==> src/hw/rtl/nwsc_pkg.sv <==
package nwsc_pkg;

  // fixed widths of the configuration and result fields
  localparam int CFG_W   = 63;
  localparam int CNT_W   = 7;
  localparam int TOL_W   = 10;
  localparam int OWNER_W = 20;
  localparam int SHELL_W = 6;
  localparam int IDX_W   = 3;

  // defaults for the top level parameters
  localparam int DEF_MAX_SHELLS = 64;
  localparam int DEF_COORD_BITS = 21;
  localparam int DEF_ID_BITS    = 20;

  // configuration register indexes
  typedef enum logic [IDX_W-1:0] {
    REG_MIDPOINT    = 3'd0,
    REG_LAYER       = 3'd1,
    REG_CORE        = 3'd2,
    REG_HALF_STEP   = 3'd3,
    REG_SHELL_COUNT = 3'd4,
    REG_TOLERANCE   = 3'd5
  } cfg_reg_t;

endpackage

==> src/hw/rtl/nwsc_div.sv <==
module nwsc_div
  import nwsc_pkg::*;
#(
  parameter int DW = DEF_COORD_BITS,
  parameter int QB = CNT_W
) (
  input  logic          clk,
  input  logic          rst_n,
  input  logic          start,
  input  logic [DW-1:0] rem_init,
  input  logic [QB-1:0] num,
  input  logic [DW-1:0] divisor,
  output logic          done,
  output logic [QB-1:0] quot
);

  localparam int SW = (QB > 1) ? $clog2(QB) : 1;

  logic          busy_r;
  logic          done_r;
  logic [SW-1:0] step_r;
  logic [DW-1:0] rem_r;
  logic [QB-1:0] num_r;
  logic [QB-1:0] q_r;

  logic [DW:0]   sh;
  logic [DW:0]   diff;
  logic          qbit;
  logic [DW-1:0] rem_nxt;

  // one restoring step: shift in the next dividend bit, subtract if it fits
  always_comb begin
    sh      = {rem_r, num_r[QB-1]};
    diff    = sh - {1'b0, divisor};
    qbit    = (sh >= {1'b0, divisor});
    rem_nxt = qbit ? diff[DW-1:0] : sh[DW-1:0];
  end

  // step sequencer, one quotient bit a cycle
  always_ff @(posedge clk) begin
    if (!rst_n) begin
      busy_r <= 1'b0;
      done_r <= 1'b0;
    end else begin
      done_r <= 1'b0;
      if (start) begin
        busy_r <= 1'b1;
        step_r <= '0;
        rem_r  <= rem_init;
        num_r  <= num;
        q_r    <= '0;
      end else if (busy_r) begin
        rem_r  <= rem_nxt;
        num_r  <= {num_r[QB-2:0], 1'b0};
        q_r    <= {q_r[QB-2:0], qbit};
        step_r <= step_r + 1'b1;
        if (step_r == SW'(QB - 1)) begin
          busy_r <= 1'b0;
          done_r <= 1'b1;
        end
      end
    end
  end

  assign done = done_r;
  assign quot = q_r;

endmodule

==> src/hw/rtl/nested_window_shell_classifier_unit.sv <==
// Nested window shell classifier.
// Input channel (in_valid/in_ready): one point per request, three signed
// coordinates and an owner id. Result channel (out_valid/out_ready): the
// shell index, the owner id passed through, and a flag that is set when the
// owner is not the last one recorded for that shell. Configuration channel
// (cfg_valid/cfg_ready, cfg_index, cfg_data) is always ready and writes one
// register per request; write it only while no point is in flight.
// One point at a time: for each axis the coordinate is mirrored, then the
// axis resolves by compare or runs the shared divider (7 quotient bits, one
// per cycle, plus start and hand-back). The memory read, the update and the
// load of the output register follow. The next point is taken in the cycle
// after the result is loaded. The per-shell owner memory is a single-port
// array. After reset the block sweeps that memory clear, one entry a cycle,
// with in_ready low until the sweep ends; configuration writes are taken
// during the sweep. Configuration and control registers return to their
// reset values. If the receiver stalls, the result waits in the output
// register while one more point is taken and worked; that point's result
// then waits until the register is free.
module nested_window_shell_classifier_unit
  import nwsc_pkg::*;
#(
  parameter int MAX_SHELLS = DEF_MAX_SHELLS,
  parameter int COORD_BITS = DEF_COORD_BITS,
  parameter int ID_BITS    = DEF_ID_BITS
) (
  input  logic                         clk,
  input  logic                         rst_n,
  input  logic                         in_valid,
  output logic                         in_ready,
  input  logic signed [COORD_BITS-1:0] in_coord_x,
  input  logic signed [COORD_BITS-1:0] in_coord_y,
  input  logic signed [COORD_BITS-1:0] in_coord_z,
  input  logic [OWNER_W-1:0]           in_owner_id,
  output logic                         out_valid,
  input  logic                         out_ready,
  output logic [SHELL_W-1:0]           out_shell_index,
  output logic [OWNER_W-1:0]           out_owner_out,
  output logic                         out_is_new,
  input  logic                         cfg_valid,
  output logic                         cfg_ready,
  input  logic [IDX_W-1:0]             cfg_index,
  input  logic [CFG_W-1:0]             cfg_data
);

  localparam int CW = COORD_BITS;
  localparam int AW = (MAX_SHELLS > 1) ? $clog2(MAX_SHELLS) : 1;
  localparam int EW = (CW > TOL_W) ? CW + 3 : TOL_W + 3;
  localparam int QB = CNT_W;

  typedef enum logic [2:0] {
    S_CLEAR,
    S_IDLE,
    S_MIRROR,
    S_CLASS,
    S_DIV,
    S_READ,
    S_UPDATE,
    S_OUT
  } state_t;

  state_t state_r;

  // configuration registers
  logic [CFG_W-1:0] midpoint_r;
  logic [CFG_W-1:0] layer_r;
  logic [CFG_W-1:0] core_r;
  logic [CFG_W-1:0] half_step_r;
  logic [CNT_W-1:0] count_r;
  logic [TOL_W-1:0] tol_r;

  // point in flight
  logic signed [CW-1:0] coord_r [3];
  logic [OWNER_W-1:0]   owner_r;
  logic [CNT_W-1:0]     top_r;
  logic [1:0]           axis_r;
  logic signed [EW-1:0] c_r;
  logic [CNT_W-1:0]     min_r;
  logic [AW-1:0]        clr_r;
  logic [ID_BITS:0]     rd_r;

  // result register
  logic [SHELL_W-1:0] shell_r;
  logic [OWNER_W-1:0] owner_out_r;
  logic               is_new_r;
  logic               out_valid_r;
  logic               out_load;

  // per shell seen mark (top bit) and last owner
  logic [ID_BITS:0] mem [MAX_SHELLS];

  // lane select for the current axis
  logic signed [CW-1:0] m_s, l_s, k_s;
  logic [CW-1:0]        h_s;
  logic signed [EW-1:0] cin_ext, m_ext, l_ext, k_ext, t_ext;
  logic signed [EW-1:0] mir, d, n;
  logic [EW-1:0]        n_u, hi_u, h_ext;
  logic                 below, above, h_zero, sat;

  always_comb begin
    m_s     = midpoint_r[axis_r*CW +: CW];
    l_s     = layer_r[axis_r*CW +: CW];
    k_s     = core_r[axis_r*CW +: CW];
    h_s     = half_step_r[axis_r*CW +: CW];
    cin_ext = EW'(coord_r[axis_r]);
    m_ext   = EW'(m_s);
    l_ext   = EW'(l_s);
    k_ext   = EW'(k_s);
    t_ext   = $signed(EW'(tol_r));
    h_ext   = EW'(h_s);
    // mirror about the midpoint
    mir     = (cin_ext > m_ext) ? (m_ext + m_ext - cin_ext) : cin_ext;
    // boundary, core and saturation checks on the mirrored coordinate
    d       = c_r - l_ext;
    n       = d + t_ext;
    n_u     = n;
    hi_u    = n_u >> QB;
    below   = (c_r < l_ext) || (d < t_ext);
    above   = (c_r > k_ext);
    h_zero  = (h_s == '0);
    sat     = (hi_u >= h_ext);
  end

  // shared divider, only the low quotient bits below saturation
  logic          div_start;
  logic          div_done;
  logic [QB-1:0] div_quot;

  assign div_start = (state_r == S_CLASS) && !below && !above && !h_zero && !sat;

  nwsc_div #(
    .DW (CW),
    .QB (QB)
  ) u_div (
    .clk      (clk),
    .rst_n    (rst_n),
    .start    (div_start),
    .rem_init (hi_u[CW-1:0]),
    .num      (n_u[QB-1:0]),
    .divisor  (h_s),
    .done     (div_done),
    .quot     (div_quot)
  );

  // per axis shell and running minimum
  logic             axis_done;
  logic [CNT_W-1:0] axis_val;
  logic [CNT_W-1:0] min_nxt;

  always_comb begin
    axis_done = 1'b0;
    axis_val  = top_r;
    if (state_r == S_CLASS) begin
      axis_done = !div_start;
      axis_val  = below ? '0 : top_r;
    end else if (state_r == S_DIV && div_done) begin
      axis_done = 1'b1;
      axis_val  = (div_quot >= top_r) ? top_r : div_quot + 1'b1;
    end
    min_nxt = (axis_r == 2'd0 || axis_val < min_r) ? axis_val : min_r;
  end

  // shell count clamp
  logic [CNT_W-1:0] cnt_c;

  always_comb begin
    if (count_r < CNT_W'(2)) begin
      cnt_c = CNT_W'(2);
    end else if (int'(count_r) > MAX_SHELLS) begin
      cnt_c = CNT_W'(MAX_SHELLS);
    end else begin
      cnt_c = count_r;
    end
  end

  // memory access
  logic [AW-1:0]    idx;
  logic             fresh;
  logic             mem_we;
  logic [AW-1:0]    mem_waddr;
  logic [ID_BITS:0] mem_wdata;
  logic [ID_BITS-1:0] owner_key;

  always_comb begin
    idx       = AW'(min_r);
    owner_key = ID_BITS'(owner_r);
    fresh     = !rd_r[ID_BITS] || (rd_r[ID_BITS-1:0] != owner_key);
    mem_we    = (state_r == S_CLEAR) || (state_r == S_UPDATE && fresh);
    mem_waddr = (state_r == S_CLEAR) ? clr_r : idx;
    mem_wdata = (state_r == S_CLEAR) ? '0 : {1'b1, owner_key};
  end

  always_ff @(posedge clk) begin
    if (mem_we) begin
      mem[mem_waddr] <= mem_wdata;
    end
    if (state_r == S_READ) begin
      rd_r <= mem[idx];
    end
  end

  // configuration writes
  always_ff @(posedge clk) begin
    if (!rst_n) begin
      midpoint_r  <= '0;
      layer_r     <= '0;
      core_r      <= '0;
      half_step_r <= '0;
      count_r     <= CNT_W'(2);
      tol_r       <= TOL_W'(1);
    end else if (cfg_valid) begin
      case (cfg_index)
        REG_MIDPOINT:    midpoint_r  <= cfg_data;
        REG_LAYER:       layer_r     <= cfg_data;
        REG_CORE:        core_r      <= cfg_data;
        REG_HALF_STEP:   half_step_r <= cfg_data;
        REG_SHELL_COUNT: count_r     <= cfg_data[CNT_W-1:0];
        REG_TOLERANCE:   tol_r       <= cfg_data[TOL_W-1:0];
        default: ;
      endcase
    end
  end

  // output register takes a result when empty or being drained
  assign out_load = (state_r == S_OUT) && (!out_valid_r || out_ready);

  // sequencer
  always_ff @(posedge clk) begin
    if (!rst_n) begin
      state_r     <= S_CLEAR;
      clr_r       <= '0;
      axis_r      <= '0;
      out_valid_r <= 1'b0;
    end else begin
      if (out_load) begin
        shell_r     <= min_r[SHELL_W-1:0];
        owner_out_r <= owner_r;
        is_new_r    <= fresh;
        out_valid_r <= 1'b1;
      end else if (out_ready) begin
        out_valid_r <= 1'b0;
      end
      unique case (state_r)
        S_CLEAR: begin
          clr_r <= clr_r + 1'b1;
          if (clr_r == AW'(MAX_SHELLS - 1)) begin
            state_r <= S_IDLE;
          end
        end
        S_IDLE: begin
          if (in_valid) begin
            coord_r[0] <= in_coord_x;
            coord_r[1] <= in_coord_y;
            coord_r[2] <= in_coord_z;
            owner_r    <= in_owner_id;
            top_r      <= cnt_c - 1'b1;
            axis_r     <= '0;
            state_r    <= S_MIRROR;
          end
        end
        S_MIRROR: begin
          c_r     <= mir;
          state_r <= S_CLASS;
        end
        S_CLASS, S_DIV: begin
          if (div_start) begin
            state_r <= S_DIV;
          end else if (axis_done) begin
            min_r <= min_nxt;
            if (axis_r == 2'd2) begin
              state_r <= S_READ;
            end else begin
              axis_r  <= axis_r + 1'b1;
              state_r <= S_MIRROR;
            end
          end
        end
        S_READ: begin
          state_r <= S_UPDATE;
        end
        S_UPDATE: begin
          state_r <= S_OUT;
        end
        S_OUT: begin
          if (out_load) begin
            state_r <= S_IDLE;
          end
        end
        default: state_r <= S_IDLE;
      endcase
    end
  end

  assign in_ready        = (state_r == S_IDLE);
  assign out_valid       = out_valid_r;
  assign out_shell_index = shell_r;
  assign out_owner_out   = owner_out_r;
  assign out_is_new      = is_new_r;
  assign cfg_ready       = 1'b1;

endmodule

==> config.mk <==
export PLATFORM = sky130hd
export DESIGN_NAME = nested_window_shell_classifier_unit
export DESIGN_NICKNAME = d
export VERILOG_FILES = /design/src/hw/rtl/nwsc_pkg.sv /design/src/hw/rtl/nwsc_div.sv /design/src/hw/rtl/nested_window_shell_classifier_unit.sv
export SDC_FILE = /design/constraint.sdc
export NUM_CORES = 2
export LEC_CHECK = 0
export BUFFER_PORTS_ARGS = -buffer_cell sky130_fd_sc_hd__clkbuf_2
export CAP_MARGIN = 20
export CORE_MARGIN = 3
export CORE_UTILIZATION = 30
export DETAILED_ROUTE_END_ITERATION = 8
export PLACE_DENSITY = 0.51
export SLEW_MARGIN = 40
export SYNTH_ARGS = -nofsm -noshare
export SYNTH_HDL_FRONTEND = slang
export SYNTH_SLANG_ARGS = --single-unit
export TNS_END_PERCENT = 100
==> constraint.sdc <==
create_clock -name clk -period 24.5 [get_ports clk]
set_clock_uncertainty 0.1 [all_clocks]
set_input_delay 0 -clock clk [delete_from_list [all_inputs] [get_ports clk]]
set_output_delay 0 -clock clk [all_outputs]
set_load 0.1 [all_outputs]
==> results.toml <==
[status]
status = "complete, no violations"

[logic_synthesis]
avgSynthCellArea_sq_um = 15.84
synth_nets = 5204
synth_largest_area_cell = "edfxtp_1"
seq_area_frac_synth_pct = 67.64
synth_cells = 4878
synth_cell_types = 77
ys_async_sr_fraction_pct = 0
synthTopCellsByArea = "edfxtp_1, mux4_2, dfxtp_1"
synth.top_cell.area_share_pct = 60.25
synth-edff-count = 1550
synth_warnings = 0
synth_ff_type = "edfxtp_1"
ys_seq_elements = 1835
synth_area_sq_um = 77250

[clock_network]
clk_transition_reported_paths_ps = 60
clk_latency_ps = 850
root_buffer = "clkbuf_16"
numCtsBuffers = 195
clock_sinks = 1835
cts_resized = 0
htreeDepth = 4
cts_tree = "yes"
cts.path.max_buffers = 3

[power_and_ir_drop]
p_comb_share_pct = 10.8
p_switching_mw = 1.905
cellLeakagePower_nw = 30.50
peakVddDrop_mv = 0.07488
p_int_mw = 5.574
power_mw = 7.479
pwr-share-clk_pct = 39.1
switching_share_pct = 25.47
power_density_nw_per_um2 = 80.90
seqPwrFrac_pct = 50.1

[sta]
fin_hold_ws_ps = 66.74
tightest_slew_ps = 879.3
setup_violations = 0
hold_viol_final = 0
finalCritPeriodShare_pct = 32.64
tns_ps = 0
grt_setup_unrepaired = "false"
finalCriticalPeriod_ps = 7996
fmax_mhz = 125.1
slew_headroom_pct = 41.38
slew_viol_final = 0

[critical_path]
critPathArrivalTime_ps = 8350
crit_type = "reg -> reg"
critical_path_buf_inv_count = 3
cp-start-kind = "flip-flop"
cp_top_family = "compound AO/OA/AOI/OAI gates"
cpPeakStageDelay_ps = 900
cp_slowest_cell = "dfxtp_4"
crit_fanout = 49
path_cells = "inv_1, a31oi_1, ha_1, nor2b_1, o31a_1, o41a_1, xor2_1, ha_1, or3_1, o211a_1, or2_2, nor2_1, xor2_1, inv_1, ha_1, nand4_1, or4_1, a31oi_1, a41oi_1, o221ai_2, nor2_4, buf_4, a2111oi_4"
required_ps = 24850
end_kind = "flip-flop"
crit_top_cell = "ha_1"

[cells_and_area]
area_growth_pct = 19.67
n_fill_cell = 24022
final_common_cell = "edfxtp_1"
layout_common_cells = "edfxtp_1, nand2_1, mux4_2"
drive_above_1_share_pct = 21.32
fin_nets = 5775
final_util_pct = 36.24
final_area_sq_um = 92440

[drt]
drtIter0Drc = 4167
drc = 0
drt-total-wl_mm = 220.4
ant_nets = 0
routedWlPerCell_microns = 24.55
vias = 44969
firstDrtPassIters = 6
routed_via_density = 5.007

[die]
dieArea_sq_um = 263600
initial_core_util_pct = 30.28
die_width_microns = 513.4
rows = 185
pin_count = 184
core_sq_um = 255100
die_h_microns = 513.4

[placed_design]
port_buffers = 182
postPlaceCellArea_sq_um = 82970
dp_hpwl_mm = 133.2
place_congestion = 0.8518

[grt]
grt_overflow = 0
grt_pass1_vias = 45226
grt_use_total_pct = 16.47
grt_pass1_wl_mm = 320.1
antenna_found_initial = 21
grt_max_degree = 102

[worst_hold_path]
hp-class = "in -> reg"

[job]
drv_cap = 0
-- path summary, 6_finish.rpt --
check                            startpoint            end  slack (ps)  cells after the start
worst max-delay path              axis_r[0]       min_r[5]       16500                     23
worst min-delay path            cfg_data[1]  midpoint_r[1]          70                      4
worst max register to register    axis_r[0]       min_r[5]       16500                     23
worst min register to register   core_r[20]     core_r[20]         350                      2
-- per-stage QoR --
step | worst slack (ps) | instances
global placement | 16400 | 8306
global route | 16050 | 8977
CTS | 16410 | 8974
detailed placement | 16420 | 8312
floorplan | 16160 | 4878
finish | 16500 | 8981
-- per-layer routing --
metal / up-vias / GRT usage (%) / share of wire [%]
li1: 19967 / - / -
met4: 4 / 4.619 / 2.6
met3: 304 / 2.566 / 5.1
met5: - / 0 / 0.010
met2: 1272 / 27.60 / 49
met1: 23422 / 22.16 / 43
-- final cells by class --
| cell class | instances | area, sq um | share of cell area [%] |
|---|---|---|---|
| inverters | 105 | 406.6 | 0.4399 |
| multi-input cells | 2690 | 24040 | 26.01 |
| flip-flops and latches | 1835 | 52260 | 56.53 |
| well taps | 3366 | 4212 | 4.556 |
| clock buffers | 248 | 5213 | 5.638 |
| diodes | 5 | 12.51 | 0.01353 |
| repair buffers | 622 | 5154 | 5.575 |
| clock inverters | 110 | 1150 | 1.244 |
-- timing repair --
action                                 4_1_cts  5_1_grt
hold buffers                               304        0
buffers inserted                             0        0
endpoints found under the hold margin      448        0
-- Yosys cell counts (6+ instances only) --
cell	number
a211oi_1	10
a21o_1	40
a21oi_1	384
a22o_1	7
a31oi_1	31
and2_1	6
and3_1	8
buf_1	46
clkbuf_1	196
dfxtp_1	285
edfxtp_1	1550
ha_1	168
inv_1	101
mux2_2	19
mux2_4	18
mux2i_1	139
mux4_2	441
nand2_1	670
nand2b_1	21
nand3_1	47
nand3b_1	8
nand4_1	21
nor2_1	220
nor2b_1	46
nor3_1	26
nor4_1	10
o21a_1	27
o21ai_0	82
o21bai_1	8
o22a_1	23
o31ai_1	12
or2_2	8
or3_1	10
xnor2_1	68
xor2_1	36
-- tightest hold or removal path, stage by stage --
cell           delay, ps
dlygate4sd3_1        540
clkbuf_2             230
nand2_1              110
a21oi_1               60
-- state kept, by name, indices dropped and copies added (netlist names), 10 cells and up, named ones only --
| signal | count |
|---|---|
| midpoint_r | 63 |
| layer_r | 63 |
| u_div.rem_r | 21 |
| rd_r | 21 |
| owner_key | 20 |
| coord_r | 63 |
| half_step_r | 63 |
| core_r | 63 |
| mem | 1344 |
| c_r | 23 |
| out_owner_out | 20 |
| tol_r | 10 |
-- power by group through the flow --
stage                     combinational [mW]  clock (mW)  sequential, mW
after floorplan                        0.397           0            3.81
after global placement                 0.753           0            3.81
after detailed placement               0.778           0            3.81
after CTS                              0.819        2.99            3.75
after global routing                   0.874        3.12            3.75
final                                  0.811        2.92            3.75
-- cell families after synthesis --
group / synth area share [%]
flip-flops: 67.64
AND/OR/NAND/NOR: 6.103
multiplexers: 15.28
adder cells (fa/ha/maj): 2.825
AO/OA/AOI/OAI: 5.222
buffers and inverters: 1.744
other: 0.004854
XOR/XNOR: 1.179
(Power assumes the default switching activity.)
